`config.mk`:
```
export PLATFORM = sky130hd
export DESIGN_NAME = prr_hist
export DESIGN_NICKNAME = d
export VERILOG_FILES = /design/src/sv/prr_pkg.sv /design/src/sv/prr_hist.sv
export SDC_FILE = /design/constraint.sdc
export NUM_CORES = 1
export LEC_CHECK = 0
export ABC_CLOCK_PERIOD_IN_PS = 2300
export BUFFER_PORTS_ARGS = -buffer_cell sky130_fd_sc_hd__buf_4
export CORE_MARGIN = 4
export CORE_UTILIZATION = 36
export DETAILED_ROUTE_END_ITERATION = 16
export PLACE_DENSITY_LB_ADDON = 0.15
export SETUP_SLACK_MARGIN = 0.02
export SKIP_LAST_GASP = 1
export SYNTH_ARGS = -nofsm -noshare
export SYNTH_HDL_FRONTEND = slang
export SYNTH_SLANG_ARGS = --single-unit
```
`constraint.sdc`:
```
create_clock -name clk -period 2.3 [get_ports clk]
set_clock_uncertainty 0.05 [all_clocks]
set_input_delay 0.23 -clock clk [delete_from_list [all_inputs] [get_ports clk]]
set_output_delay 0.23 -clock clk [all_outputs]
set_load 0.03 [all_outputs]
```
`src/sv/prr_pkg.sv`:
```
// ----------------------------------------------------------------------------
// prr_pkg
// Shared constants and types of the polyphase rational resampler.
// ----------------------------------------------------------------------------
`default_nettype none

package prr_pkg;

	localparam int DEF_MAX_INTERP = 16;
	localparam int DEF_PHASE_LEN  = 16;
	localparam int DEF_MAX_DECIM  = 256;

	localparam int SMP_W    = 16;
	localparam int COEF_W   = 18;
	localparam int CADDR_W  = 8;
	localparam int INTERP_W = 5;
	localparam int DECIM_W  = 9;
	localparam int TAPS_W   = 5;
	localparam int APB_AW   = 4;
	localparam int APB_DW   = 32;

	typedef enum logic [1:0] {
		REG_INTERP = 2'd0,
		REG_DECIM  = 2'd1,
		REG_TAPS   = 2'd2,
		REG_NONE   = 2'd3
	} reg_idx_t;

	// one tap issue into the MAC
	typedef struct packed {
		logic vld;
		logic clr;
	} mac_ctl_t;

endpackage

`default_nettype wire

```
`src/sv/prr_hist.sv`:
```
// ----------------------------------------------------------------------------
// prr_hist
// Sample history shift line, newest entry at the top, one read tap.
// ----------------------------------------------------------------------------
`default_nettype none

module prr_hist #(
	parameter int PHASE_LEN = 16,
	parameter int HIST_D    = (PHASE_LEN > 1) ? PHASE_LEN - 1 : 1,
	parameter int HW        = (HIST_D > 1) ? $clog2(HIST_D) : 1
) (
	input  wire  logic                             clk,
	input  wire  logic                             arst_n,
	input  wire  logic                             shift,
	input  wire  logic signed [prr_pkg::SMP_W-1:0] new_i,
	input  wire  logic signed [prr_pkg::SMP_W-1:0] new_q,
	input  wire  logic [HW-1:0]                    rd_idx,
	output logic signed [prr_pkg::SMP_W-1:0]       rd_i,
	output logic signed [prr_pkg::SMP_W-1:0]       rd_q
);

	generate
		if (PHASE_LEN > 1) begin : g_hist
			logic signed [prr_pkg::SMP_W-1:0] hi_q [HIST_D];
			logic signed [prr_pkg::SMP_W-1:0] hq_q [HIST_D];

			always_ff @(posedge clk or negedge arst_n) begin
				if (!arst_n) begin
					for (int j = 0; j < HIST_D; j++) begin
						hi_q[j] <= '0;
						hq_q[j] <= '0;
					end
				end else if (shift) begin
					for (int j = 0; j < HIST_D - 1; j++) begin
						hi_q[j] <= hi_q[j+1];
						hq_q[j] <= hq_q[j+1];
					end
					hi_q[HIST_D-1] <= new_i;
					hq_q[HIST_D-1] <= new_q;
				end
			end

			assign rd_i = hi_q[rd_idx];
			assign rd_q = hq_q[rd_idx];
		end else begin : g_nohist
			// single-tap branches never read history
			logic unused;
			assign unused = shift ^ new_i[0] ^ new_q[0] ^ rd_idx[0] ^ clk ^ arst_n;
			assign rd_i = '0;
			assign rd_q = '0;
		end
	endgenerate

endmodule

`default_nettype wire

```
# Word level (Yosys, flattened, before mapping)
# Cells that the tools add are included.
# W data, S select, Z words.
[word_totals] ff_bits=480 in_bits=39 output_inout_bits=32 elab_cells=38
[classes] magnitude_cmp=1 mux=6 n_bitwise=1
[op_table] cell="$bmux W16 S4" count=2
[op_table] cell="$mux W16" count=4
[op_table] cell="$ge A5 B5 Y1 const B" count=1
[op_table] cell="$not A4 Y5" count=1

# Longest topological paths before layout
[depth] depth_word=4 depth_mapped=6 mapped_depth_nobuf=3

# Least setup slack after synthesis
# Ideal clock, no wire load.
[synth_path] kind="in2out" startpoint="input rd_idx[2]" endpoint="output rd_i[0] (netlist bit)" arrival_time_ps=1600 required_ps=2020 path_slack_ps=420 stages=5 path_buffers=2 cell_sequence="buf_2 -> clkbuf_1 -> mux4_2 -> a22o_1 -> a31o_1"
[synth_via] elab_chain_len=4
[synth_lines] element="from (decl)" line_no="prr_hist.sv:17" text="input wire logic [HW-1:0] rd_idx,"
[synth_lines] element="$not A4 Y5 (not written as such)" line_no="prr_hist.sv:43" text="assign rd_i = hi_q[rd_idx];"
[synth_lines] element="$bmux W16 S4" line_no="prr_hist.sv:43"
[synth_lines] element="$mux W16 (not written as such) (2 in a row)" line_no="prr_hist.sv:43"
[synth_lines] element="to (decl)" line_no="prr_hist.sv:18" text="output logic signed [prr_pkg::SMP_W-1:0] rd_i,"
# Every way passes these cells. The select of a mux whose other input is x is not followed.

# Final worst setup path
[layout_path] startpoint="register g_hist.hq_q[169] (netlist bit)" endpoint="output rd_q[9] (netlist bit)"
[layout_via] elab_chain_len=3
[layout_lines] element="from (decl)" line_no="prr_hist.sv:25" text="logic signed [prr_pkg::SMP_W-1:0] hq_q [HIST_D];"
[layout_lines] element="from (signal, indexed assignment)" line_no="prr_hist.sv:36" text="hq_q[j] <= hq_q[j+1];"
[layout_lines] element="from (signal, indexed assignment)" line_no="prr_hist.sv:39" text="hq_q[HIST_D-1] <= new_q;"
[layout_lines] element="$bmux W16 S4" line_no="prr_hist.sv:44" text="assign rd_q = hq_q[rd_idx];"
[layout_lines] element="$mux W16 (not written as such) (2 in a row)" line_no="prr_hist.sv:44"
[layout_lines] element="to (decl)" line_no="prr_hist.sv:19" text="output logic signed [prr_pkg::SMP_W-1:0] rd_q"
# Every way passes these cells. The select of a mux whose other input is x is not followed.

==> impl_metrics.ini <==
[run_status]
outcome = complete, but fails checks
violations = setup timing

[floorplan]
dieHeight_um = 252.5
placementRows = 89
dieArea_um2 = 63760
io_pins = 71
die_w_um = 252.5
core_um2 = 59130
initial_utilization = 0.3640

[pwr]
leakage_nw = 11.55
combPwrFrac = 0.255
power_switching_w = 0.007875
seqPwrFrac = 0.456
swShare = 0.2699
ir_drop_mv = 0.7389
cellInternalPower_w = 0.02130
power_density_nw_per_um2 = 1107
clkPwrFrac = 0.290

[synthesis]
synth_top_area_cell = dfrtp_1
syn_inst = 1389
synth_top_area_share = 0.5581
synth_cell_types = 20
seq_area_frac_synth = 0.5581
syn_nets = 1428
ys_ff_latch = 480
synth_area_leaders = dfrtp_1, mux2_2, mux4_2, mux2i_1, buf_2
netlist_area_um2 = 21520
ys.warnings.count = 0
syn_area_per_cell_um2 = 15.49

[worst_setup_path]
crit_buf_inv = 1
end_kind = primary output
slowest_stage = mux4_2
slowest_delay_ps = 460
rrSetupSlack_ps = 1230
crit_family = compound AO/OA/AOI/OAI gates
r2r_start = g_hist.hq_q[141]$_DFFE_PN0P_
path_cells = mux4_2, a22o_1, a31o_1, buf_6
cp-start-kind = flip-flop
crit_type = reg2out
reg2reg_to = g_hist.hq_q[157]$_DFFE_PN0P_
worstPathArrival_ps = 2070
crit_start = g_hist.hq_q[169]$_DFFE_PN0P_
cp_max_fo = 3
rr_worst_depth = 3
worstPathRequired_ps = 2020

[timing]
rsz0062_at_grt = true
fmax_mhz = 424.8
setup_ws_ps = -54.29
worstMarginPinSlew_ps = 503.5
fin_setup_tns_ps = -392.3
setup_viol_count_final = 16
slew_headroom = 0.6644
min_period_ps = 2354
period_share = 1.024
finalHoldViolations = 0
hold_ws_ps = 94.88
maxSlewViolCount = 0

[cells_and_area]
regArea_um2 = 12010
final_cell_mix = dfrtp_1, mux2_2, buf_4, mux4_2, clkbuf_16
layout_commonest_cell = dfrtp_1
nets = 1638
multi_input_area_um2 = 8900
antennaDiodeCount = 0
stdcell_area_um2 = 26360
n_fill_cell = 5287
drive_above_1_share = 0.5235
syn_to_final_growth_pct = 22.46

[worst_hold_path]
hp-class = in2async

[cts]
root_buffer = clkbuf_16
cts_made_buffers = 54
cts_buffer_depth = 3
cts_tree = done
clk_latency_ps = 590
cts.sinks = 480
clk_pin_slew_worst_paths_ps = 60
htreeDepth = 2

[grt]
antenna_found_initial = 0
grt_pass1_wl_um = 76490
grt_usage = 0.1496
grt_pass1_vias = 13682
gr-total-overflow = 0
grt_max_degree = 75

[routing]
routedWlPerCell_um = 19.34
ant_nets = 0
via_per_inst = 5.097
initialDrtViolationCount = 507
drc_errors = 0
firstDrtPassIters = 4
routed_wl_um = 46660
via_count = 12294

[place]
hpwlAfterDp_um = 29240
dpl_cell_area_um2 = 23450
io_buffers = 70
place_congestion = 0.7353

[flow_run]
cap_viol_max_count = 0
-- cells in the mapped netlist --
cell      instances
a22o_1           32
a31o_1           32
buf_1             1
buf_2            60
buf_4             4
buf_6             5
clkbuf_1         36
dfrtp_1         480
inv_1            32
mux2_2          448
mux2i_1          32
mux4_2           96
nand2_1          32
nand2b_1          1
nor2_1            1
nor2b_1           1
o21ai_0          32
o221ai_1         32
or2_0             1
or2_1            31
-- cell families after synthesis --
| group | synth area share |
|---|---|
| buf+inv | 0.03000 |
| flops | 0.5581 |
| mux | 0.3497 |
| simple gates | 0.01564 |
| compound gates | 0.04651 |
-- power by group through the flow --
stage	clock network [W]	registers (W)	logic, W
floorplan	0	0.0128	0.00504
global placement	0	0.0135	0.00620
detailed placement	0	0.0136	0.00636
CTS	0.00877	0.0133	0.00746
global route	0.00907	0.0137	0.00810
finish	0.00845	0.0133	0.00743
-- layout make-up --
type,count,share of cell area
clock buffers,80,0.05953
clock inverters,16,0.006599
inverters,32,0.004558
multi-input cells,771,0.3377
flip-flops and latches,480,0.4558
well taps,773,0.03670
repair buffers,260,0.09917
-- worst max path at each step --
stage | depth (start not counted) | slack, ps | endpoint
after floorplan | 5 | 420 | rd_i[0]
after global placement | 6 | 100 | rd_q[14]
after detailed placement | 6 | 90 | rd_q[14]
after CTS | 4 | -130 | rd_q[15]
after global routing | 4 | -140 | rd_q[15]
final | 4 | -50 | rd_q[9]
-- through the flow --
stage                 util  instances  power [W]  setup WS (ps)
global placement    0.3966       2191    0.01973          96.05
CTS                 0.4441       2399    0.02955         -126.0
detailed placement  0.3966       2191    0.01994          92.27
global route        0.4457       2412    0.03090         -137.1
floorplan                -       1389    0.01779          420.2
finish              0.4457       2412    0.02918         -54.29
-- per-layer routing --
metal,up-vias,share of wire,GRT usage,wire length (um)
met5,-,0,0,0
met4,0,0.019,0.03661,902
met3,52,0.036,0.02881,1657
met2,124,0.51,0.2624,23570
met1,6489,0.44,0.1923,20530
li1,5629,-,-,-
-- registers in the layout, summed over array words and instances (netlist names) --
name	count
g_hist.hi_q	240
g_hist.hq_q	240
-- repair_timing --
| action | CTS | global route |
|---|---|---|
| hold buffers | 33 | 0 |
| buffers inserted | 79 | 13 |
| endpoints found under the setup margin | 32 | 32 |
| pin swaps | 27 | 7 |
| gates resized for setup | 35 | 0 |
| endpoints found under the hold margin | 400 | 0 |
(Power assumes the default switching activity.)
