[src/sv/prr_pkg.sv]
// ----------------------------------------------------------------------------
// prr_pkg
// Shared constants and types of the polyphase rational resampler.
// ----------------------------------------------------------------------------
`default_nettype none

package prr_pkg;

	localparam int DEF_MAX_INTERP = 16;
	localparam int DEF_PHASE_LEN  = 16;
	localparam int DEF_MAX_DECIM  = 256;

	localparam int SMP_W    = 16;
	localparam int COEF_W   = 18;
	localparam int CADDR_W  = 8;
	localparam int INTERP_W = 5;
	localparam int DECIM_W  = 9;
	localparam int TAPS_W   = 5;
	localparam int APB_AW   = 4;
	localparam int APB_DW   = 32;

	typedef enum logic [1:0] {
		REG_INTERP = 2'd0,
		REG_DECIM  = 2'd1,
		REG_TAPS   = 2'd2,
		REG_NONE   = 2'd3
	} reg_idx_t;

	// one tap issue into the MAC
	typedef struct packed {
		logic vld;
		logic clr;
	} mac_ctl_t;

endpackage

`default_nettype wire

[src/sv/prr_mac.sv]
// ----------------------------------------------------------------------------
// prr_mac
// Shared complex MAC: sample times tap, exact accumulate, round and saturate.
// ----------------------------------------------------------------------------
`default_nettype none

module prr_mac #(
	parameter int PHASE_LEN = 16
) (
	input  wire  logic                              clk,
	input  wire  logic                              arst_n,
	input  wire  prr_pkg::mac_ctl_t                 ctl,
	input  wire  logic signed [prr_pkg::SMP_W-1:0]  xi,
	input  wire  logic signed [prr_pkg::SMP_W-1:0]  xq,
	input  wire  logic signed [prr_pkg::COEF_W-1:0] coef,
	output logic                                    busy,
	output logic signed [prr_pkg::SMP_W-1:0]        res_i,
	output logic signed [prr_pkg::SMP_W-1:0]        res_q
);

	localparam int PROD_W = prr_pkg::SMP_W + prr_pkg::COEF_W;
	localparam int ACC_W  = PROD_W + $clog2(PHASE_LEN + 1);
	localparam int R_W    = ACC_W + 1;
	localparam logic signed [R_W-1:0] RND    = R_W'(32768);
	localparam logic signed [R_W-1:0] SAT_HI = R_W'(32767);
	localparam logic signed [R_W-1:0] SAT_LO = -R_W'(32768);

	logic                              vld_s1, vld_s2;
	logic signed [prr_pkg::SMP_W-1:0]  xi_s1, xq_s1;
	logic signed [PROD_W-1:0]          pi_s2, pq_s2;
	logic signed [ACC_W-1:0]           acc_i_q, acc_q_q;
	logic signed [R_W-1:0]             ri, rq, si, sq;

	always_ff @(posedge clk or negedge arst_n) begin
		if (!arst_n) begin
			vld_s1 <= 1'b0;
			vld_s2 <= 1'b0;
		end else begin
			vld_s1 <= ctl.vld;
			vld_s2 <= vld_s1;
		end
	end

	always_ff @(posedge clk) begin
		xi_s1 <= xi;
		xq_s1 <= xq;
		pi_s2 <= PROD_W'(xi_s1) * PROD_W'(coef);
		pq_s2 <= PROD_W'(xq_s1) * PROD_W'(coef);
		if (ctl.vld && ctl.clr) begin
			acc_i_q <= '0;
			acc_q_q <= '0;
		end else if (vld_s2) begin
			acc_i_q <= acc_i_q + ACC_W'(pi_s2);
			acc_q_q <= acc_q_q + ACC_W'(pq_s2);
		end
	end

	assign busy = vld_s1 | vld_s2;

	// add half an LSB, floor by 2^16, clamp to 16 bits
	always_comb begin
		ri = R_W'(acc_i_q) + RND;
		rq = R_W'(acc_q_q) + RND;
		si = ri >>> 16;
		sq = rq >>> 16;
		if (si > SAT_HI) res_i = prr_pkg::SMP_W'(SAT_HI);
		else if (si < SAT_LO) res_i = prr_pkg::SMP_W'(SAT_LO);
		else res_i = prr_pkg::SMP_W'(si);
		if (sq > SAT_HI) res_q = prr_pkg::SMP_W'(SAT_HI);
		else if (sq < SAT_LO) res_q = prr_pkg::SMP_W'(SAT_LO);
		else res_q = prr_pkg::SMP_W'(sq);
	end

endmodule

`default_nettype wire

[config.mk]
export PLATFORM = sky130hd
export DESIGN_NAME = prr_mac
export DESIGN_NICKNAME = d
export VERILOG_FILES = /design/src/sv/prr_pkg.sv /design/src/sv/prr_mac.sv
export SDC_FILE = /design/constraint.sdc
export NUM_CORES = 2
export LEC_CHECK = 0
export ABC_AREA = 1
export BUFFER_PORTS_ARGS = -buffer_cell sky130_fd_sc_hd__buf_2
export CAP_MARGIN = 0
export CORE_ASPECT_RATIO = 0.6
export CORE_UTILIZATION = 70
export DETAILED_ROUTE_END_ITERATION = 7
export PLACE_DENSITY_LB_ADDON = 0.25
export SLEW_MARGIN = 20
export SYNTH_ARGS = -nofsm -noshare
export SYNTH_HDL_FRONTEND = slang
export SYNTH_SLANG_ARGS = --single-unit
[constraint.sdc]
create_clock -name clk -period 11.1 [get_ports clk]
set_input_delay 1.11 -clock clk [delete_from_list [all_inputs] [get_ports clk]]
set_output_delay 1.11 -clock clk [all_outputs]
set_load 0.05 [all_outputs]
; ---- Word-level counts from Yosys, hierarchy flattened
; Cells that the tools add are included.
; Widths: inputs -> output; s select.
[word_totals]
ff_bits = 180
out_inout_bits = 33
inputBits = 54
elab_cells = 24
[op_classes]
n_addsub = 4
bitwise = 1
n_reduce_logical = 1
muxes = 4
n_mul = 2
n_lt_le_gt_ge = 4
[op_table]
columns = operator, n
row1 = $add 39x17->40 const B, 2
row2 = $add 39x34->39, 2
row3 = $mul 16x18->34, 2
row4 = $mux 16, 4
row5 = $gt 24x16->1 const B, 2
row6 = $lt 24x16->1 const B, 2
row7 = $logic_and 1x1->1, 1
row8 = $or 1x1->1, 1

; ---- Logic depth before layout (Yosys ltp)
[depth]
ltp_word = 4
mapped_depth = 26
mapped_depth_nobuf = 24

; ---- Worst setup path after synthesis
; No wires, ideal clock.
[synth_path]
kind = input to register
startpoint = input port coef[17] in the netlist's numbering
endpoint = register pq_s2[33]
stages = 20
required_time_ps = 10987
n_path_buf = 1
arrival_time_ps = 6068
setup_slack_ps = 4919
setup_ps = 113
cell_sequence = clkbuf_1 nand2_1 inv_1 fa_1 fa_1 fa_1 fa_1 fa_1 inv_1 fa_1 inv_1 ha_1 nand2_1 nand2_1 o21bai_1 a21oi_1 o21ai_0 a21oi_1 and2_1 nor2_1
[synth_via]
elab_chain_cells = 1
[synth_lines]
columns = item, line
row1 = "start, declared", prr_mac.sv:15  ; input wire logic signed [prr_pkg::COEF_W-1:0] coef,
row2 = $mul 16x18->34, prr_mac.sv:48  ; pq_s2 <= PROD_W'(xq_s1) * PROD_W'(coef);
row3 = "end signal, assigned", prr_mac.sv:48
row4 = "end, declared", prr_mac.sv:30  ; logic signed [PROD_W-1:0] pi_s2, pq_s2;
; Every way passes these cells.
; A chain may end at the register's enable or synchronous reset.

; ---- Worst setup path in the final report
; Ends and elaborated chain as after synthesis.

==> impl_metrics.env <==
export IMPL_dieArea_sq_um=50900
export IMPL_slew_headroom_pct=26.2
export IMPL_cap_viol_max_count=0
export IMPL_preCtsSetupSlack_ns=3.90
export IMPL_fin_crit_sh_pct=61.0
export IMPL_die_x_microns=290
export IMPL_drtIter0Drc=3356
export IMPL_initial_core_util_pct=70.8
export IMPL_postCtsSetupBuffers=0
export IMPL_antenna_found_initial=0
export IMPL_ys_types=44
export IMPL_n_antenna_cell=0
export IMPL_fin_worst_skew_ns=0.0231
export IMPL_cp_common_cell="fa_1"
export IMPL_worst_path_max_fanout=32
export IMPL_worst_slew_pin_slew_ns=1.11
export IMPL_fmax_ghz=0.148
export IMPL_die_h_microns=175
export IMPL_synthFlopType="dfxtp_1"
export IMPL_cts_buffers=17
export IMPL_htreeDepth=4
export IMPL_core_area_sq_um=49300
export IMPL_flow_area_growth_from_synthesis_pct=3.86
export IMPL_async_flop_share_pct=1.11
export IMPL_synth_area_leaders="fa_1, nand2_1, inv_1, dfxtp_1, ha_1"
export IMPL_synth_top_area_cell="fa_1"
export IMPL_grt_start_max_net_pins=71
export IMPL_finalWirelength_mm=101
export IMPL_grt_pass1_vias=30600
export IMPL_grt_usage_pct=41.1
export IMPL_slew_violations=0
export IMPL_yosysMostFrequentCell="nand2_1"
export IMPL_grt_overflow_total=0
export IMPL_drtPass1Iterations=7
export IMPL_avgSynthCellArea_sq_um=7.10
export IMPL_hold_buffers=0
export IMPL_yosys_top_cells_count="nand2_1, inv_1, fa_1, nor2_1, ha_1"
export IMPL_place_port_buffers=86
export IMPL_ys_seq_area_share_pct=10.3
export IMPL_grt_pass1_wl_mm=163
export IMPL_worst_slack_ns=4.33
export IMPL_yosys_warnings=0
export IMPL_synth_edf_count=0
export IMPL_drc=0
export IMPL_cts_resized=0
export IMPL_critical_path_slowest_cell="fa_1"
export IMPL_synthesis_area_sq_um=35000
export IMPL_ios=87
export IMPL_hold_path_class="reg -> reg"
export IMPL_clock_root_buffer="clkbuf_16"
export IMPL_setup_violations_final=0
export IMPL_drtAntennaViolNets=0
export IMPL_start_kind="primary input"
export IMPL_worstPathCellList="buf_2 -> nand2_1 -> inv_1 -> fa_1 -> fa_1 -> fa_1 -> fa_1 -> inv_1 -> fa_1 -> inv_1 -> fa_1 -> ha_1 -> inv_1 -> nor3_1 -> nand2_1 -> o211a_1 -> o21ai_0 -> a21oi_1 -> and2_1 -> nor2_1"
export IMPL_yosys_area_top_type_share_pct=33.3
export IMPL_cts_clk_slew_worst_paths_ns=0.08
export IMPL_drive_gt1_share_pct=3.37
export IMPL_cp_arrival_ns=7.20
export IMPL_ys_ff_latch=180
export IMPL_syn_inst=4921
export IMPL_cts_num_sinks=180
export IMPL_critical_path_class="in -> reg"
export IMPL_cp_data_required_time_ns=11.53
export IMPL_num_rows=63
export IMPL_wl_per_cell_microns=18.1
export IMPL_hold_violations=0
export IMPL_via_count=30800
export IMPL_clockBufferDepth=2
export IMPL_status="finished clean"
export IMPL_critPathMaxStageDelay_ns=0.90
export IMPL_routed_via_density=5.55
export IMPL_fin_tns_setup_ns=0
export IMPL_min_period_ns=6.77
export IMPL_final_nets=5772
export IMPL_cts_tree="yes"
export IMPL_place_hpwl_mm=82.1
export IMPL_rsz0062_at_grt="no"
export IMPL_gp_congestion=1.02
export IMPL_clock_latency_ns=0.49
export IMPL_syn_num_nets=5807
export IMPL_endpoint_kind="flip-flop"
export IMPL_fin_hold_ws_ns=0.371
layout make-up:
cell class / instances / area (sq um)
clock inverters: 15 / 211
flip-flops and latches: 180 / 3610
clock buffers: 17 / 425
repair buffers: 92 / 475
inverters: 1295 / 4860
multi-input cells: 3300 / 25900
well taps: 650 / 813
fillers: 3927 / 13000
kinds of logic after synthesis:
family / Yosys count / share of synthesized area (%)
AOI/OAI and AO/OA: 399 / 6.30
xor gates and xnor gates: 128 / 3.21
adders and majority gates: 832 / 42.3
buffers and inverters: 1441 / 15.6
DFF: 180 / 10.3
and+or+nand+nor: 1941 / 22.3
stage by stage:
stage,util [%],cell area [sq um],std cells
6_report,73.6,36300,5549
2_1_floorplan,-,35000,4921
4_1_cts,73.6,36300,5549
5_1_grt,73.6,36300,5549
3_3_place_gp,72.3,35700,5517
3_5_place_dp,72.3,35700,5517
placed cells by master (no fill, tap or decap), types with 2 or more instances in the layout:
master and instances:
and2_1 5, inv_1 1288, o211a_1 2, a31oi_1 5
nor4_1 4, nand2_2 5, nand2_1 1316, inv_2 6
clkinv_4 2, buf_4 6, nand4_1 39, a31o_2 2
clkinv_8 7, clkbuf_16 17, a21o_1 16, nand3_1 140
or2_2 3, o21ai_0 129, nand3b_1 3, inv_6 2
nor3_1 22, o21a_1 3, fa_1 582, nor2_4 2
a21oi_1 194, o21bai_1 32, nor2_1 380, a21boi_0 4
nor2_2 5, xnor2_1 32, o221ai_1 10, xor2_1 96
buf_2 86, nand3_2 2, dfxtp_1 178, nor3_2 10
ha_1 250
sequential cells by signal, summed over array words and instances (netlist names):
name and flops:
acc_i_q 39, acc_q_q 39, pi_s2 34, pq_s2 34, vld_s1 1, vld_s2 1, xi_s1 16, xq_s1 16
metal layers:
layer  share of wire [%]  GRT usage, %  up-vias
met5                   0             0        -
met4                 2.5          10.6        0
li1                    -             -    14300
met1                  43          60.6    14400
met3                  14          13.6      225
met2                  40          57.7     1880
path summary, 6_finish.rpt:
kind,start,to,slack (ns),cells after the start
setup reg to reg,xq_s1[1],pq_s2[33],4.56,19
max in group asynchronous,arst_n,vld_s2,10.59,1
min in group asynchronous,arst_n,vld_s2,0.41,1
hold reg to reg,vld_s1,vld_s2,0.37,0
hold / removal,vld_s1,vld_s2,0.37,0
setup / recovery,coef[17],pq_s2[33],4.33,20
worst max-delay path, delay by kind of cell:
family / cells / cell delay [ns]
fa+ha+maj: 7 / 3.90
buf+inv: 5 / 0.97
simple gates: 5 / 0.90
compound gates: 3 / 0.30
Power is left out: the tool's default activity adds up to more than one toggle a clock period on the data nets, which glitch-free logic cannot reach.
