[config.mk]
export PLATFORM = sky130hd
export DESIGN_NAME = prr_coef_mem
export DESIGN_NICKNAME = d
export VERILOG_FILES = /design/src/sv/prr_pkg.sv /design/src/sv/prr_coef_mem.sv
export SDC_FILE = /design/constraint.sdc
export NUM_CORES = 2
export LEC_CHECK = 0
export BUFFER_PORTS_ARGS = -buffer_cell sky130_fd_sc_hd__buf_2
export CORE_MARGIN = 5
export CORE_UTILIZATION = 30
export CTS_BUF_LIST = sky130_fd_sc_hd__clkbuf_4 sky130_fd_sc_hd__clkbuf_8
export CTS_CLUSTER_SIZE = 10
export DETAILED_ROUTE_END_ITERATION = 8
export SETUP_SLACK_MARGIN = 0.1
export SYNTH_ARGS = -nofsm -noshare
export SYNTH_HDL_FRONTEND = slang
export SYNTH_MEMORY_MAX_BITS = 65536
export SYNTH_SLANG_ARGS = --single-unit
[constraint.sdc]
create_clock -name clk -period 4.4 [get_ports clk]
set_input_delay 0.66 -clock clk [delete_from_list [all_inputs] [get_ports clk]]
set_output_delay 0.66 -clock clk [all_outputs]
set_load 0.01 [all_outputs]
[src/sv/prr_pkg.sv]
// ----------------------------------------------------------------------------
// prr_pkg
// Shared constants and types of the polyphase rational resampler.
// ----------------------------------------------------------------------------
`default_nettype none

package prr_pkg;

	localparam int DEF_MAX_INTERP = 16;
	localparam int DEF_PHASE_LEN  = 16;
	localparam int DEF_MAX_DECIM  = 256;

	localparam int SMP_W    = 16;
	localparam int COEF_W   = 18;
	localparam int CADDR_W  = 8;
	localparam int INTERP_W = 5;
	localparam int DECIM_W  = 9;
	localparam int TAPS_W   = 5;
	localparam int APB_AW   = 4;
	localparam int APB_DW   = 32;

	typedef enum logic [1:0] {
		REG_INTERP = 2'd0,
		REG_DECIM  = 2'd1,
		REG_TAPS   = 2'd2,
		REG_NONE   = 2'd3
	} reg_idx_t;

	// one tap issue into the MAC
	typedef struct packed {
		logic vld;
		logic clr;
	} mac_ctl_t;

endpackage

`default_nettype wire

[src/sv/prr_coef_mem.sv]
// ----------------------------------------------------------------------------
// prr_coef_mem
// Tap store: one write port, one registered read port.
// ----------------------------------------------------------------------------
`default_nettype none

module prr_coef_mem #(
	parameter int DEPTH = 256,
	parameter int AW    = 8
) (
	input  wire  logic                              clk,
	input  wire  logic                              we,
	input  wire  logic [AW-1:0]                     waddr,
	input  wire  logic signed [prr_pkg::COEF_W-1:0] wdata,
	input  wire  logic [AW-1:0]                     raddr,
	output logic signed [prr_pkg::COEF_W-1:0]       rdata
);

	logic signed [prr_pkg::COEF_W-1:0] mem [DEPTH];

	always_ff @(posedge clk) begin
		if (we) begin
			mem[waddr] <= wdata;
		end
		rdata <= mem[raddr];
	end

endmodule

`default_nettype wire

Word-level counts from Yosys, hierarchy flattened
Memory sizes are Yosys's and may differ from the RTL's. A register that Yosys moved wholly into a read port is not among the register bits.
Cells that the tools add are included.
{"block": "classes", "n_mux": 2}
{"operator": "$mux 1", "count": 2}
{"block": "totals", "ff_bits": 0, "mem_bits_rw": 4608, "out_inout_bits": 18, "n_memories": 1}
{"name": "mem", "depth": 256, "word_bits": 18, "rd": 1, "rd_ports_with_merged_regs": 1, "wr": 1, "line": "prr_coef_mem.sv:19", "source": "logic signed [prr_pkg::COEF_W-1:0] mem [DEPTH];"}

Depth between registers and ports, before layout
{"block": "logic_depth", "ltp_word": 2, "ltp_mapped": 12}

Worst setup path before layout
Ideal clock, no wire load.
{"block": "synth_path", "path_kind": "input to register", "startpoint": "input port waddr[3]", "endpoint": "memory mem[235][0] (netlist name), enable pin", "t_arrival_ps": 2519, "t_required_ps": 4007, "path_slack_ps": 1488, "cell_stages": 6, "path_buffers": 3, "path_cell_list": "clkbuf_1 nor2b_1 clkbuf_1 nand4_1 clkbuf_1 nor2_1"}
{"item": "from (decl)", "line": "prr_coef_mem.sv:13", "source": "input wire logic [AW-1:0] waddr,"}
{"item": "to (decl)", "line": "prr_coef_mem.sv:19"}
Straight into the memory's write port.

Final worst setup path
{"block": "layout_path", "startpoint": "register rdata[3] (netlist name), read port of mem", "endpoint": "output port rdata[3] (netlist name)"}
{"item": "from (decl)", "line": "prr_coef_mem.sv:16", "source": "output logic signed [prr_pkg::COEF_W-1:0] rdata"}
No word-level cell between the ends.

==> PnR_summary.wiki <==
{| class="wikitable"
! Metric !! Value
|-
| Global-route usage over all layers || between 10% and 20%
|-
| Routability congestion estimate from global placement || 0.863
|-
| Number of hold violations in the final report || 0
|-
| Clock skew || around 0.087 ns
|-
| Setup CP Type || flop to output pin
|-
| Tightest slew margin relative to the limit || less than 1%
|-
| Endpoint arrival time on the critical path || around 2.5 ns
|-
| Most used flip-flop cell after synthesis || sky130_fd_sc_hd__edfxtp_1
|-
| Count of endpoints failing setup in the final report || 0
|-
| Total power per unit cell area || 426 mW/mm^2
|-
| Num CTS Buffers || 687
|-
| Critical R2R Capture || rdata[7]
|-
| Worst Path Buf+Inv || 1
|-
| Peak fanout along the critical path || 1
|-
| DRC violation count after routing || 0
|-
| Maximum number of pins on one net before global-route repair || about 130
|-
| Vias in the first global route || approximately 92000
|-
| Unrepaired setup endpoints after global routing || false
|-
| CP Cell Sequence || buf_2
|-
| Class of the most critical hold timing path || primary input to flop
|-
| Part of the cycle the worst path needs || 72.5%
|-
| First-pass GRT wire length || about 700000 um
|-
| Post-place setup slack || approximately 0.15 ns
|-
| Height of the chip || between 700 and 800 um
|-
| Resized Gates After CTS || 0
|-
| Launching instance or port of the critical path || rdata[3]
|-
| Reg2reg path depth || 5
|-
| Std-Cell Core Area || slightly below 0.6 mm^2
|-
| Register-to-register setup slack || around 1.4 ns
|-
| Half-perimeter wire length after detailed placement || between 200000 and 300000 um
|-
| Number of cells produced by synthesis || between 8000 and 9000
|-
| Max-cap viol count || 1
|-
| Proportion of layout cells with a drive suffix above 1 || a little under a third
|-
| Element type at the critical path end || output pin
|-
| IR Drop Worst-Case VDD || about 0.00032 V
|-
| Area delta synth->final || 15.3%
|-
| Mapped Nets || a little over 8000
|-
| Largest area contributor in the netlist || sky130_fd_sc_hd__edfxtp_1
|-
| Destination of the critical timing path || rdata[3]
|-
| Initial antenna violation count || 32
|-
| Failing checks || capacitance limit
|-
| Stages on worst setup path || 1
|-
| Shortest clock period the worst path allows after layout || ~3.2 ns
|-
| Clock network latency to the later pin of the worst-skew pair || 1.26 ns
|-
| Number of different library cells in the post-synthesis netlist || 41
|-
| Nets@finish || a little over 9000
|-
| Count of vias placed by the detailed router || around 90000
|-
| Leak pwr || around 0.065 uW
|-
| Crit-path leading delay family || flip-flops
|-
| FFs w/ async S/R, synth || 0%
|-
| Count of flip-flops with a built-in enable after synthesis || 4608
|-
| Final setup margin || between 1 and 1.5 ns
|-
| Non-Filler Instances || roughly 18000
|-
| Root Buffer Master || sky130_fd_sc_hd__clkbuf_8
|-
| Upper clock frequency limit || between 300 and 400 MHz
|-
| Site row count || around 280
|-
| Cell types with the largest area share after synthesis || sky130_fd_sc_hd__edfxtp_1 (78%), sky130_fd_sc_hd__mux4_2 (11%), sky130_fd_sc_hd__mux2i_1 (4.4%)
|-
| Synth Area per Inst || between 20 and 25 um^2
|-
| Kind of start point of the critical path || flop
|-
| Placed Cells incl. Taps || roughly 16000
|-
| Clock transition at the registers of the reported paths || 0.07 ns
|-
| Number of flip-flops and latches in the synthesized netlist || ~4600
|-
| Die X || 781 um
|-
| Initial standard-cell utilization of the core || 30.0%
|-
| Full die area || between 0.6 and 0.7 mm^2
|-
| Setup TNS after final layout || 0 ns
|-
| Total wire length || between 500000 and 600000 um
|-
| Routed wirelength normalized by instance count || 28.7 um
|-
| Number of nets still failing antenna checks after routing || 0
|-
| Max-slew violation count || 0
|-
| Number of optimization iterations in the first detailed-route pass || 6
|-
| Num Clock Sinks || around 4600
|-
| Share of the yosys chip area belonging to registers || just under 80%
|-
| Required @ worst endpoint || approximately 3.7 ns
|-
| Count of port buffers added during placement || between 50 and 60
|-
| Biggest cell delay along the critical path || 1.00 ns
|-
| Warnings, synthesis || 0
|-
| Worst Max-Slew Pin Slew || approximately 1.5 ns
|-
| Area fraction of the dominant cell type after synthesis || between 70% and 80%
|-
| Post-CTS setup buffer count || 0
|-
| Mean number of vias per cell || about 5.2
|-
| Bufs on Longest Clock Path || 4
|-
| Run status || finished with violations
|-
| Beginning of the worst register-to-register path || mem[23][7]
|-
| Number of levels the H-tree was split into || 6
|-
| Hold WS || around 0.16 ns
|-
| CP max stage cell || sky130_fd_sc_hd__dfxtp_1
|-
| Overall power consumption || a little under 90000 uW
|-
| Aggregate global routing overflow || 0
|-
| DRC marker count from the first detailed-route iteration || approximately 13000
|-
| TritonCTS clock tree || done
|-
| # IOs || 54
|-
| Netlist area before placement || ~0.18 mm^2
|}
cell families (layout without fill, tap and decap cells):
logic type,Yosys count,after routing,share of synthesized area (%)
other cells,0,9,0
buf+inv,500,1942,1.73
compound gates,862,862,3.41
mux,1656,1656,15.4
simple gates,637,637,1.66
flops,4626,4626,77.8
cell type report:
class | count | area [um^2]
tap | 7837 | 9810
clock inverter | 250 | 1630
inverter | 4 | 27.5
timing repair buffer | 733 | 6790
clock buffer | 955 | 11500
antenna | 9 | 22.5
sequential | 4626 | 139000
fill | 54500 | 388000
multi-input combinational | 3155 | 37100
cells in the final DEF, fill, tap and decap left out, types with 58 or more instances in the layout:
master                     synthesis  layout
sky130_fd_sc_hd__nand2_1          81      80
sky130_fd_sc_hd__clkbuf_4          0     263
sky130_fd_sc_hd__mux4_2          864     864
sky130_fd_sc_hd__mux2i_1         792     792
sky130_fd_sc_hd__clkbuf_8          0     693
sky130_fd_sc_hd__buf_12           12      93
sky130_fd_sc_hd__edfxtp_1       4608    4608
sky130_fd_sc_hd__nor2_2            0     231
sky130_fd_sc_hd__nor3_1          159     157
sky130_fd_sc_hd__o22ai_1         238     238
sky130_fd_sc_hd__buf_4            33     571
sky130_fd_sc_hd__o221ai_1        317     317
sky130_fd_sc_hd__clkinv_1          1     132
sky130_fd_sc_hd__nor2_1          290      58
sky130_fd_sc_hd__a21oi_1         190     190
power breakdown:
group          switching, uW  total, uW  internal [uW]
clock network          16600      34000          17500
registers                168      48800          48600
logic                   3140       4790           1650
per-layer routing:
metal	up-vias	share of wire [%]	global-route usage, %	wire, um
li1	37100	-	-	-
met5	-	0.027	0	138
met2	5221	45	24.3	228000
met1	48800	40	22.1	201000
met3	866	11	4.11	56400
met4	22	3.6	5.24	17900
per-stage QoR:
| step | util (%) | area [um^2] |
|---|---|---|
| after floorplan | - | 178000 |
| after global placement | 32.4 | 192000 |
| after detailed placement | 32.4 | 192000 |
| after CTS | 34.7 | 206000 |
| after global routing | 34.7 | 206000 |
| final | 34.7 | 206000 |
timing repair:
item | CTS | global route
hold endpoints to repair | 1002 | 0
setup endpoints to repair | 0 | 0
hold buffers | 18 | 0
flip-flops by register name, indices dropped and copies added, names as in the netlist:
signal	flops
mem	4608
rdata	18
cell usage after synthesis, types with 3 or more instances:
cell type / n
sky130_fd_sc_hd__nand4_1: 27
sky130_fd_sc_hd__nor2_1: 290
sky130_fd_sc_hd__buf_8: 12
sky130_fd_sc_hd__a22oi_1: 51
sky130_fd_sc_hd__buf_1: 35
sky130_fd_sc_hd__o21ai_0: 12
sky130_fd_sc_hd__nor4_1: 15
sky130_fd_sc_hd__nand3_1: 23
sky130_fd_sc_hd__mux4_2: 864
sky130_fd_sc_hd__a31oi_1: 20
sky130_fd_sc_hd__clkbuf_1: 228
sky130_fd_sc_hd__nand2_1: 81
sky130_fd_sc_hd__buf_2: 92
sky130_fd_sc_hd__mux2i_1: 792
sky130_fd_sc_hd__buf_6: 84
sky130_fd_sc_hd__nor4_2: 19
sky130_fd_sc_hd__or2_2: 4
sky130_fd_sc_hd__buf_12: 12
sky130_fd_sc_hd__a22o_1: 19
sky130_fd_sc_hd__nor3_1: 159
sky130_fd_sc_hd__o221ai_1: 317
sky130_fd_sc_hd__edfxtp_1: 4608
sky130_fd_sc_hd__o211ai_1: 10
sky130_fd_sc_hd__a21oi_1: 190
sky130_fd_sc_hd__o22ai_1: 238
sky130_fd_sc_hd__nor2b_1: 8
sky130_fd_sc_hd__buf_4: 33
sky130_fd_sc_hd__dfxtp_1: 18
sky130_fd_sc_hd__nand2b_1: 3
worst min-delay path by stage:
stage	startpoint	to	slack, ns	cells past startpoint
6_report	waddr[2]	mem[62][2]	0.16	3
5_1_grt	waddr[2]	mem[62][2]	0.14	3
4_1_cts	we	mem[63][2]	0.05	3
3_5_place_dp	mem[212][16]	rdata[16]	0.97	5
3_3_place_gp	mem[212][15]	rdata[15]	0.95	5
2_1_floorplan	wdata[0]	mem[0][0]	0.76	0
Note: power is estimated with default switching activity, not from simulation.
